===== src/sv/c8x_pkg.sv =====
// ----------------------------------------------------------------------------
// c8x_pkg
// Shared types, codes and helpers for the CHIP-8 instruction executor.
// ----------------------------------------------------------------------------
`default_nettype none

package c8x_pkg;

  localparam int ADDR_W    = 12;
  localparam int MEM_BYTES = 4096;
  localparam int FB_BYTES  = 256;
  localparam int IN_W      = 32;
  localparam int OUT_W     = 24;

  localparam logic [ADDR_W-1:0] START_RESET = 12'h200;
  localparam logic [ADDR_W-1:0] PC_LAST     = 12'hfff;

  localparam logic [1:0] CMD_WRITE = 2'd0;
  localparam logic [1:0] CMD_EXEC  = 2'd1;
  localparam logic [1:0] CMD_READ  = 2'd2;
  localparam logic [1:0] CMD_FRAME = 2'd3;

  localparam logic [1:0] STS_OK     = 2'd0;
  localparam logic [1:0] STS_HALT   = 2'd1;
  localparam logic [1:0] STS_STACK  = 2'd2;

  typedef enum logic [4:0] {
    ST_IDLE, ST_DISP, ST_MWR, ST_MRD, ST_MRD2, ST_FRD, ST_FRD2, ST_HALT,
    ST_F0, ST_F1, ST_F2, ST_RVX, ST_RVY, ST_EXEC, ST_VF,
    ST_DM, ST_DF0, ST_DW0, ST_DF1, ST_DW1, ST_DNX, ST_DVF,
    ST_B0, ST_B1, ST_B2, ST_ST, ST_LD0, ST_LD1, ST_DONE
  } state_t;

  typedef enum logic [2:0] {
    K_PLAIN, K_FLAG, K_DRAW, K_BCD, K_STORE, K_LOAD
  } kind_t;

  typedef struct packed {
    logic   take;
    logic   out_load;
    state_t step;
  } ctl_cmd_t;

  typedef struct packed {
    logic [1:0] cmd;
    logic       halted;
    logic       pc_end;
    kind_t      kind;
    logic       row_end;
    logic       right_ok;
    logic       last;
    logic       out_free;
  } dp_stat_t;

  // hundreds, tens, ones of an 8-bit value
  function automatic logic [11:0] bcd3(input logic [7:0] v);
    logic [1:0]  h;
    logic [7:0]  r;
    logic [15:0] p;
    logic [3:0]  t;
    logic [7:0]  o;
    h = (v >= 8'd200) ? 2'd2 : ((v >= 8'd100) ? 2'd1 : 2'd0);
    r = v - ({6'd0, h} * 8'd100);
    p = {8'h00, r} * 16'd205;
    t = p[14:11];
    o = r - {t, 3'b000} - {3'b000, t, 1'b0};
    return {2'b00, h, t, o[3:0]};
  endfunction

endpackage

`default_nettype wire


===== src/sv/c8x_ctrl.sv =====
// ----------------------------------------------------------------------------
// c8x_ctrl
// Sequencer: memory and frame commands, or fetch, decode and execute steps.
// ----------------------------------------------------------------------------
`default_nettype none

module c8x_ctrl (
  input  wire logic              clk,
  input  wire logic              rst_n,
  input  wire logic              in_tvalid,
  output logic                   in_tready,
  input  wire c8x_pkg::dp_stat_t stat,
  output c8x_pkg::ctl_cmd_t      cmd
);
  import c8x_pkg::*;

  state_t state_r, state_nxt;

  always_ff @(posedge clk) begin
    if (!rst_n) begin
      state_r <= ST_IDLE;
    end else begin
      state_r <= state_nxt;
    end
  end

  always_comb begin
    state_nxt    = state_r;
    in_tready    = 1'b0;
    cmd.take     = 1'b0;
    cmd.out_load = 1'b0;
    cmd.step     = state_r;
    case (state_r)
      ST_IDLE: begin
        in_tready = 1'b1;
        if (in_tvalid) begin
          cmd.take  = 1'b1;
          state_nxt = ST_DISP;
        end
      end
      ST_DISP: begin
        case (stat.cmd)
          CMD_WRITE: state_nxt = ST_MWR;
          CMD_READ:  state_nxt = ST_MRD;
          CMD_FRAME: state_nxt = ST_FRD;
          default: begin
            if (stat.halted)      state_nxt = ST_DONE;
            else if (stat.pc_end) state_nxt = ST_HALT;
            else                  state_nxt = ST_F0;
          end
        endcase
      end
      ST_MWR:  state_nxt = ST_DONE;
      ST_MRD:  state_nxt = ST_MRD2;
      ST_MRD2: state_nxt = ST_DONE;
      ST_FRD:  state_nxt = ST_FRD2;
      ST_FRD2: state_nxt = ST_DONE;
      ST_HALT: state_nxt = ST_DONE;
      ST_F0:   state_nxt = ST_F1;
      ST_F1:   state_nxt = ST_F2;
      ST_F2:   state_nxt = ST_RVX;
      ST_RVX:  state_nxt = ST_RVY;
      ST_RVY:  state_nxt = ST_EXEC;
      ST_EXEC: begin
        case (stat.kind)
          K_FLAG:  state_nxt = ST_VF;
          K_DRAW:  state_nxt = ST_DM;
          K_BCD:   state_nxt = ST_B0;
          K_STORE: state_nxt = ST_ST;
          K_LOAD:  state_nxt = ST_LD0;
          default: state_nxt = ST_DONE;
        endcase
      end
      ST_VF:   state_nxt = ST_DONE;
      ST_DM:   state_nxt = stat.row_end ? ST_DVF : ST_DF0;
      ST_DF0:  state_nxt = ST_DW0;
      ST_DW0:  state_nxt = stat.right_ok ? ST_DF1 : ST_DNX;
      ST_DF1:  state_nxt = ST_DW1;
      ST_DW1:  state_nxt = ST_DNX;
      ST_DNX:  state_nxt = ST_DM;
      ST_DVF:  state_nxt = ST_DONE;
      ST_B0:   state_nxt = ST_B1;
      ST_B1:   state_nxt = ST_B2;
      ST_B2:   state_nxt = ST_DONE;
      ST_ST:   state_nxt = stat.last ? ST_DONE : ST_ST;
      ST_LD0:  state_nxt = ST_LD1;
      ST_LD1:  state_nxt = stat.last ? ST_DONE : ST_LD0;
      ST_DONE: begin
        if (stat.out_free) begin
          cmd.out_load = 1'b1;
          state_nxt    = ST_IDLE;
        end
      end
      default: state_nxt = ST_IDLE;
    endcase
  end

endmodule

`default_nettype wire


===== config.mk =====
export PLATFORM = sky130hd
export DESIGN_NAME = c8x_ctrl
export DESIGN_NICKNAME = d
export VERILOG_FILES = /design/src/sv/c8x_pkg.sv /design/src/sv/c8x_ctrl.sv
export SDC_FILE = /design/constraint.sdc
export NUM_CORES = 1
export LEC_CHECK = 0
export BUFFER_PORTS_ARGS = -buffer_cell sky130_fd_sc_hd__clkbuf_2
export CORE_MARGIN = 3
export CORE_UTILIZATION = 50
export CTS_BUF_LIST = sky130_fd_sc_hd__clkbuf_8
export CTS_CLUSTER_DIAMETER = 60
export CTS_CLUSTER_SIZE = 8
export DETAILED_ROUTE_END_ITERATION = 16
export GPL_ROUTABILITY_DRIVEN = 0
export HOLD_SLACK_MARGIN = 0.03
export PLACE_DENSITY_LB_ADDON = 0.12
export REMOVE_ABC_BUFFERS = 1
export SLEW_MARGIN = 40
export SYNTH_ARGS = -nofsm -noshare
export SYNTH_HDL_FRONTEND = slang
export SYNTH_SLANG_ARGS = --single-unit

===== constraint.sdc =====
create_clock -name clk -period 1.83 [get_ports clk]
set_clock_uncertainty 0.05 [all_clocks]
set_input_delay 0.183 -clock clk [delete_from_list [all_inputs] [get_ports clk]]
set_output_delay 0.183 -clock clk [all_outputs]
set_load 0.01 [all_outputs]

* After elaboration in Yosys (flattened, before gate mapping) *
Index checks and enable logic that the tools add are counted.

operators by class
  equality and inequality tests = 37
  reductions and logical operators = 4
  multiplexer cells = 16

operators with widths
  kind                count
  $pmux 5 s23         1
  $eq 5x5->1 const B  13
  $eq 5x4->1 const B  8
  $pmux 5 s5          1
  $eq 5x3->1 const B  4
  $mux 5              3
  $pmux 5 s3          1
  $mux 3              4
  $eq 5x2->1 const B  2
  $reduce_or 7->1     1
  $eq 3x2->1 const B  2
  $eq 3x3->1 const B  2
  $eq 5x1->1 const B  1
  $logic_not 5->1     1
  $mux 1              5
  $eq 2x2->1 const B  2
  $mux 4              1
  $ne 2x2->1 const B  2
  $eq 3x1->1 const B  1
  $logic_not 2->1     1
  $reduce_and 2->1    1

storage, ports and cells
  logic and storage cells = 58
  register bits = 5
  output and inout bits = 8

* Depth between registers and ports, before layout *
Gate-level depths: netlist of run 1.

  depth in word-level cells = 4
  mapped depth = 6

* Least setup slack after synthesis of run 1 *
Ideal clock, no wire load.

  path type = reg-to-reg
  start = register state_r[4]
  end = register state_r[1]
  arrival time = 1.352 ns
  cell stages (with the launch flop) = 5
  path buffers = 0
  library setup time = 0.125 ns
  path slack = 0.303 ns
  period minus slack after synthesis = 1.527 ns
  cells stage by stage = dfxtp_1 > clkinv_1 > mux2i_1 > a32o_1 > o41a_1

on the way
  word-level cells in the longest chain between the ends = 3
  elaborated cells on any way between the ends = 34
  classes of those cells = 30 x eq/ne; 1 x mux; 3 x reduce/logical

RTL lines
  element                                                         RTL line        text
  start: declaration                                              c8x_ctrl.sv:17  state_t state_r, state_nxt;
  start signal: assignment                                        c8x_ctrl.sv:23  state_r <= state_nxt;
  $eq 5x5->1, or another cell as far along                        c8x_ctrl.sv:33  case (state_r)
  $reduce_or 7->1 (no line) / $ne 2x2->1 (equally long branches)  n/a
  $pmux 5 s23 / $reduce_and 2->1 (equally long branches)          n/a

Parallel ways exist; a longest one is shown, timed or not.
A chain may end at the register's enable or synchronous reset.

* Worst setup path in the final report of run 1 *
  start = register state_r[1]
  end = register state_r[1]

The elaborated chain is that of the path after synthesis.

==> reports/metrics.yaml, run 1 <==
status: "finished clean"
core_um2: 1318
ant_nets: 0
via_per_inst: 6.331
overflow: 0
antenna_cells: 0
fmax_mhz: 592.9
synth_most_common_cell: "nor2_1"
fillers: 129
worstSetupEndpointType: "flop"
cts.path.max_buffers: 2
yosys_warnings: 0
drt_iter0_markers: 34
setup_tns_ns: 0
worstPathRequired_ns: 1.88
first_global_vias: 827
largest_reg_flops: 5
synth_cell_types: 41
muxShareOfSynthArea_pct: 4.378
synth.avg_cell_area_um2: 6.740
rows: 13
rsz0062_at_grt: "false"
synth_fa_ha_area_share_pct: 1.751
htreeDepth: 1
synth-xor-area-share_pct: 2.452
die_area_um2: 1918
period_minus_slack_ns: 1.687
insertion_delay_ns: 0.22
io_pins: 22
hold_path_class: "in2reg"
synth_top_cell_by_area: "dfxtp_1"
grt_max_degree: 14
slew_violations: 0
die_w_um: 43.80
powerDensity_nw_per_um2: 1464
synth_compound_area_share_pct: 34.15
routedWlPerCell_um: 14.74
dr.pass1.iters: 6
cts_sinks: 5
worstSetupPathType: "reg2reg"
initial_core_util_pct: 54.23
stdcell_count: 148
ys_top_cells_by_area: "dfxtp_1, nand2b_1, nor2_1"
hold_buffers: 0
cts_resized: 0
dp_hpwl_um: 1690
vias: 937
reg_top3: "state_r (5)"
synthArstFlopShare_pct: 0
seq_area_um2: 100.1
synth_top_area_share_pct: 14.01
maxCapViolCount: 0
synthToLayoutAreaGrowth_pct: 28.72
top_register: "state_r"
die_h_um: 43.80
grt_pass1_wl_um: 3684
whs_ns: 0.1845
syn-cell-area_um2: 714.4
yosysSeqAreaShare_pct: 14.01
clk_pin_slew_worst_paths_ns: 0.04
drc: 0
hold_viol: 0
cts_setup_buffers: 0
drive_gt1_share_pct: 27.82
ys_seq_elements: 5
cts_root_buffer: "clkbuf_8"
nets: 149
syn_inst: 106
dp.cells: 144
postRouteWirelength_um: 2181
multi_input_area_um2: 556.8
peakVddDrop_v: 0.0008270
cp.arrival_ns: 1.74
slew_headroom_pct: 65.74
setup_viol: 0
netlist_top_cells_count: "nor2_1, nand2b_1, o21ai_0"
fin_crit_sh_pct: 92.17
synth_edf_count: 0
cts_tree: "yes"
io_buffers: 21
startpoint_type: "flop"
yosys.area_share.simple_pct: 34.85
worst_slew_pin_slew_ns: 0.5074
antenna_found_initial: 0
grt_usage_pct: 25.11
leakage_nw: 0.3782
worst-path-max-fanout: 13
synth_top_family_by_area: "simple AND/OR/NAND/NOR gates"
numCtsBuffers: 3
synth_flop_cell: "dfxtp_1"
fin_util_pct: 69.80
==> through the flow <==
stage / power (mW) / setup WS, ns / area (µm²)
finish: 1.346 / 0.1434 / 919.6
global route: 1.458 / 0.02952 / 919.6
CTS: 1.327 / 0.07700 / 917.1
detailed placement: 1.122 / 0.1667 / 872.1
global placement: 1.115 / 0.1559 / 872.1
floorplan: 0.7771 / 0.06137 / 680.7
==> cells in the final DEF, fill, tap and decap left out, types with 2 or more instances in the layout <==
cell | Yosys | final
o211ai_1 | 2 | 2
a21oi_1 | 3 | 3
clkbuf_8 | 0 | 3
nor2_1 | 12 | 11
buf_4 | 0 | 9
a311oi_1 | 2 | 2
a31oi_1 | 4 | 4
mux2i_1 | 2 | 2
inv_1 | 6 | 7
a32o_1 | 3 | 3
nand3_1 | 4 | 4
nor2b_1 | 2 | 2
clkbuf_2 | 0 | 21
a22oi_1 | 2 | 2
nand4_1 | 2 | 2
nand2b_1 | 10 | 10
nand2_1 | 5 | 5
dfxtp_1 | 5 | 5
o21ai_0 | 7 | 7
nor3_1 | 4 | 4
and2_1 | 2 | 2
xnor2_1 | 2 | 2
==> where the power goes <==
part	switching (mW)	internal, mW	total (mW)
clock network	0.0609	0.144	0.205
logic	0.470	0.394	0.864
registers	0.121	0.155	0.277
==> worst paths after layout <==
| path | start | cells past startpoint | slack [ns] | end |
|---|---|---|---|---|
| max | state_r[1]$_SDFFE_PN0P_ | 4 | 0.14 | state_r[1]$_SDFFE_PN0P_ |
| min | rst_n | 2 | 0.18 | state_r[1]$_SDFFE_PN0P_ |
| max reg2reg | state_r[1]$_SDFFE_PN0P_ | 4 | 0.14 | state_r[1]$_SDFFE_PN0P_ |
| min reg2reg | state_r[0]$_SDFFE_PN0P_ | 1 | 0.66 | state_r[3]$_SDFFE_PN0P_ |
==> worst max-delay path, stage by stage (launching register included) <==
cell	delay, ns
dfxtp_1	0.58
nand2b_1	0.24
mux2i_1	0.09
a32o_1	0.21
o41a_1	0.39
==> layout make-up <==
cell class	instances	area share (%)
tap	15	2.041
timing repair buffer	30	18.78
clock inverter	1	0.4082
inverter	7	2.857
multi-input combinational	87	60.54
clock buffer	3	4.490
sequential	5	10.88
==> layer usage <==
metal	routed length [µm]	GRT usage, %
met1	877	33.17
met2	1060	41.28
met3	201	4.979
met4	42	6.627
met5	0	0
==> cells by family (layout without fill, tap and decap cells) <==
kind of cell	after synthesis	in the layout
and+or+nand+nor	47	47
buffers and inverters	14	41
AOI/OAI and AO/OA	34	34
xor gates and xnor gates	2	2
muxes	3	3
adders and majority gates	1	1
DFF	5	5
No activity file was read; power rests on OpenSTA's default activity.
==> run 2: changes to the inputs <==
--- a/config.mk
+++ b/config.mk
@@ -7,14 +7,15 @@
 export LEC_CHECK = 0
 export BUFFER_PORTS_ARGS = -buffer_cell sky130_fd_sc_hd__clkbuf_2
 export CORE_MARGIN = 3
-export CORE_UTILIZATION = 50
+export CORE_UTILIZATION = 52
 export CTS_BUF_LIST = sky130_fd_sc_hd__clkbuf_8
 export CTS_CLUSTER_DIAMETER = 60
 export CTS_CLUSTER_SIZE = 8
 export DETAILED_ROUTE_END_ITERATION = 16
 export GPL_ROUTABILITY_DRIVEN = 0
 export HOLD_SLACK_MARGIN = 0.03
-export PLACE_DENSITY_LB_ADDON = 0.12
+export MAX_ROUTING_LAYER = met4
+export PLACE_DENSITY = 0.89
 export REMOVE_ABC_BUFFERS = 1
 export SLEW_MARGIN = 40
 export SYNTH_ARGS = -nofsm -noshare
==> run 2 against run 1 <==
Sequential power rose by 7%. Combinational power hardly changed. Largest cell class unchanged. Highest routed layer unchanged. Core utilization up 6.4 points. Clock-buffer cell count did not move. Register-to-register slack improved by 0.03 ns. Via count is 3.3% higher.
==> reports/metrics.yaml, run 2 (same netlist as run 1, synthesis figures left out) <==
core_um2: 1201
vias: 968
drt_iter0_markers: 54
slew_headroom_pct: 71.99
final_common_cell: "clkbuf_2"
cts_root_buffer: "clkbuf_8"
antenna_found_initial: 0
ant_nets: 0
worstPathRequired_ns: 1.60
timing.rr.end: "state_r[1]$_SDFFE_PN0P_"
nets: 148
hold_path_depth: 2
slew_violations: 0
synthToLayoutAreaGrowth_pct: 28.20
leakage_nw: 0.3744
hold-path-endpoint: "state_r[1]$_SDFFE_PN0P_"
period_minus_slack_ns: 1.699
final_cell_mix: "clkbuf_2, nor2_1, nand2b_1"
worst-path-max-fanout: 13
drc: 0
rr_worst_depth: 5
io_pins: 22
grt_usage_pct: 29.75
setup_viol: 0
die_area_um2: 1855
insertion_delay_ns: 0.23
reg_top3: "state_r (5)"
peakVddDrop_v: 0.0008435
htreeDepth: 1
fmax_mhz: 588.6
die_h_um: 43.07
antenna_cells: 0
first_global_vias: 965
powerDensity_nw_per_um2: 1492
placed_area_um2: 863.3
fillers: 96
clk_pin_slew_worst_paths_ns: 0.04
via_per_inst: 6.630
grt_pass1_wl_um: 4140
io_buffers: 21
cts_sinks: 5
top_register: "state_r"
rows: 12
drive_gt1_share_pct: 28.03
cts_tree: "yes"
numCtsBuffers: 3
worstSetupPathType: "reg2out"
fin_crit_sh_pct: 92.84
setup_tns_ns: 0
status: "finished clean"
initial_core_util_pct: 59.48
fin_area_um2: 915.9
cp.arrival_ns: 1.47
hold_viol: 0
hold_path_class: "in2reg"
routedWlPerCell_um: 16.16
startpoint_type: "flop"
maxCapViolCount: 0
dp_hpwl_um: 1797
overflow: 0
postRouteWirelength_um: 2359
whs_ns: 0.1910
grt_max_degree: 14
worstSetupEndpointType: "primary output"
worst_slew_pin_slew_ns: 0.4191
hold_start: "rst_n"
cts.path.max_buffers: 2
hold_buffers: 0
r2r_slack_ns: 0.17
largest_reg_flops: 5
r2r_start: "state_r[0]$_SDFFE_PN0P_"
rsz0062_at_grt: "false"
die_w_um: 43.07
dr.pass1.iters: 4
run 2: worst max path at each step:
| stage | cells after the start | startpoint | to |
|---|---|---|---|
| global placement | 4 | state_r[0]$_SDFFE_PN0P_ | state_r[0]$_SDFFE_PN0P_ |
| global route | 4 | state_r[3]$_SDFFE_PN0P_ | cmd[5] |
| CTS | 4 | state_r[1]$_SDFFE_PN0P_ | state_r[1]$_SDFFE_PN0P_ |
| floorplan | 4 | state_r[4]$_SDFFE_PN0P_ | state_r[1]$_SDFFE_PN0P_ |
| finish | 4 | state_r[3]$_SDFFE_PN0P_ | cmd[5] |
| detailed placement | 4 | state_r[1]$_SDFFE_PN0P_ | state_r[1]$_SDFFE_PN0P_ |
run 2: what timing repair did:
action,CTS,global route
buffers inserted,0,0
gates resized for setup,0,3
endpoints found under the setup margin,0,2
run 2: metrics by stage:
stage                     std cells  setup slack [ns]  total power, mW  util, %
final                           146            0.1310            1.367    76.25
after detailed placement        142            0.1579            1.123    71.88
after CTS                       146            0.1173            1.336    75.63
after global placement          142            0.2386            1.076    71.88
after floorplan                  99           0.06137           0.7771        -
after global routing            146           0.02697            1.473    76.25
run 2: report_power, final:
| group | leakage [nW] | switching, mW | total (mW) | internal [mW] |
|---|---|---|---|---|
| clock network | 0.0269 | 0.0628 | 0.207 | 0.145 |
| logic | 0.306 | 0.480 | 0.864 | 0.383 |
| registers | 0.0419 | 0.138 | 0.296 | 0.158 |
run 2: per-layer routing:
| metal | wire length [µm] | up-vias | track usage, % |
|---|---|---|---|
| met2 | 1125 | 78 | 48.20 |
| met1 | 908 | 425 | 33.00 |
| li1 | - | 450 | - |
| met4 | 99 | 0 | 21.08 |
| met5 | 0 | - | - |
| met3 | 225 | 15 | 4.237 |
run 2: layout make-up:
| type | count | area, µm² | area share [%] |
|---|---|---|---|
| sequential | 5 | 101.3 | 11.07 |
| multi-input combinational | 87 | 560.5 | 61.20 |
| clock inverter | 1 | 3.754 | 0.4098 |
| timing repair buffer | 29 | 165.2 | 18.03 |
| tap | 14 | 17.52 | 1.913 |
| inverter | 7 | 26.28 | 2.869 |
| clock buffer | 3 | 41.29 | 4.508 |
run 2: critical path: stages, from the launching register on:
cell and delay (ns):
dfxtp_1 0.57, buf_4 0.22, nand3_1 0.11, nor3_1 0.19, clkbuf_2 0.15
==> run 3: changes to the inputs <==
==> constraint.sdc (replaced) <==
create_clock -name clk -period 1.85 [get_ports clk]
set_clock_uncertainty 0.05 [all_clocks]
set_input_delay 0.37 -clock clk [delete_from_list [all_inputs] [get_ports clk]]
set_output_delay 0.37 -clock clk [all_outputs]
set_load 0.01 [all_outputs]
==> run 3 against run 2 <==
Global-route usage up 0.14 points. Core utilization decreased by 0.62 points. Power shrank 0.77%. Combinational power decreased by 2.8%.
==> reports/metrics.yaml, run 3 (same netlist as run 1, synthesis figures left out) <==
hold_buffers: 0
initial_core_util_pct: 59.48
hold_viol: 0
cts.path.max_buffers: 2
period_minus_slack_ns: 1.742
seqPwrFrac_pct: 22.4
grt_pass1_wl_um: 4119
pwr-share-clk_pct: 15.6
drive_gt1_share_pct: 29.77
rsz0062_at_grt: "false"
antenna_cells: 0
io_buffers: 21
cpLargestDelayFamily: "simple AND/OR/NAND/NOR gates"
slew_headroom_pct: 70.60
ant_nets: 0
fin_crit_sh_pct: 94.14
insertion_delay_ns: 0.23
leakage_nw: 0.3698
overflow: 0
largest_reg_flops: 5
vias: 965
top_register: "state_r"
fin_area_um2: 908.4
die_h_um: 43.07
slew_violations: 0
antenna_found_initial: 0
peakVddDrop_v: 0.0007838
synthToLayoutAreaGrowth_pct: 27.15
worstPathRequired_ns: 1.43
startpoint_type: "flop"
dp_hpwl_um: 1757
maxCapViolCount: 0
worst-path-max-fanout: 14
swShare_pct: 50.02
dr.pass1.iters: 6
grt_usage_pct: 29.89
crit_chain: "nor2_2, nand2_1, nor2_1, and2_1, clkbuf_2"
fmax_mhz: 574.2
hold_path_class: "in2reg"
worstSetupPathType: "reg2out"
rr_worst_depth: 5
fin_util_pct: 75.63
path_depth: 5
first_global_vias: 941
cp.arrival_ns: 1.32
setup_viol: 0
postRouteWirelength_um: 2417
status: "finished clean"
crit_slowest_cell: "dfxtp_2"
placed_area_um2: 855.8
drt_iter0_markers: 65
whs_ns: 0.3842
core_um2: 1201
grt_max_degree: 15
powerDensity_nw_per_um2: 1493
via_per_inst: 6.655
critPathBufInv: 1
htreeDepth: 1
clk_pin_slew_worst_paths_ns: 0.04
hold_path_depth: 2
final_cell_mix: "clkbuf_2, nor2_1, nand2b_1"
drc: 0
p_int_mw: 0.6779
switchingPower_mw: 0.6783
reg_top3: "state_r (5)"
combPwrFrac_pct: 61.9
die_area_um2: 1855
cts_tree: "yes"
routedWlPerCell_um: 16.67
cpPeakStageDelay_ns: 0.39
nets: 147
cts_sinks: 5
worstSetupEndpointType: "primary output"
setup_tns_ns: 0
die_w_um: 43.07
io_pins: 22
rows: 12
cts_root_buffer: "clkbuf_8"
worst_slew_pin_slew_ns: 0.4354
numCtsBuffers: 3
final_common_cell: "clkbuf_2"
==> run 3: final timing paths <==
path / from / endpoint / slack, ns
worst max register to register: state_r[4]$_SDFFE_PN0P_ / state_r[0]$_SDFFE_PN0P_ / 0.21
worst max-delay path: state_r[3]$_SDFFE_PN0P_ / cmd[6] / 0.11
worst min register to register: state_r[0]$_SDFFE_PN0P_ / state_r[3]$_SDFFE_PN0P_ / 0.56
worst min-delay path: rst_n / state_r[1]$_SDFFE_PN0P_ / 0.38
==> run 3: routing by layer <==
layer	wire (µm)	global-route usage, %
met1	963	34.92
met2	1072	47.01
met3	263	8.051
met4	119	14.46
met5	0	-
==> run 3: timing repair <==
action | in CTS | in global routing
setup buffers | 0 | 0
endpoints found under the setup margin | 1 | 2
gates resized for setup | 1 | 4
cloned | 0 | 0
==> run 3: power groups by stage <==
stage | clock network, mW | registers, mW | logic, mW
final | 0.212 | 0.304 | 0.840
after global routing | 0.217 | 0.322 | 0.906
after CTS | 0.209 | 0.290 | 0.813
after detailed placement | 0 | 0.289 | 0.802
after global placement | 0 | 0.279 | 0.773
after floorplan | 0 | 0.307 | 0.462
==> run 3: metrics by stage <==
step                      worst slack (ns)  instances  power (mW)
after floorplan                    0.08137         99      0.7687
after global placement              0.2380        141       1.053
after detailed placement            0.1608        141       1.091
after CTS                          0.03412        145       1.313
after global routing               0.03677        145       1.445
final                               0.1085        145       1.356
==> run 3: layout make-up <==
type / count / area, µm²
multi-input combinational: 87 / 556.8
timing repair buffer: 28 / 157.7
inverter: 7 / 26.28
clock inverter: 1 / 3.754
tap: 14 / 17.52
fill: 105 / 292.8
clock buffer: 3 / 41.29
sequential: 5 / 105.1
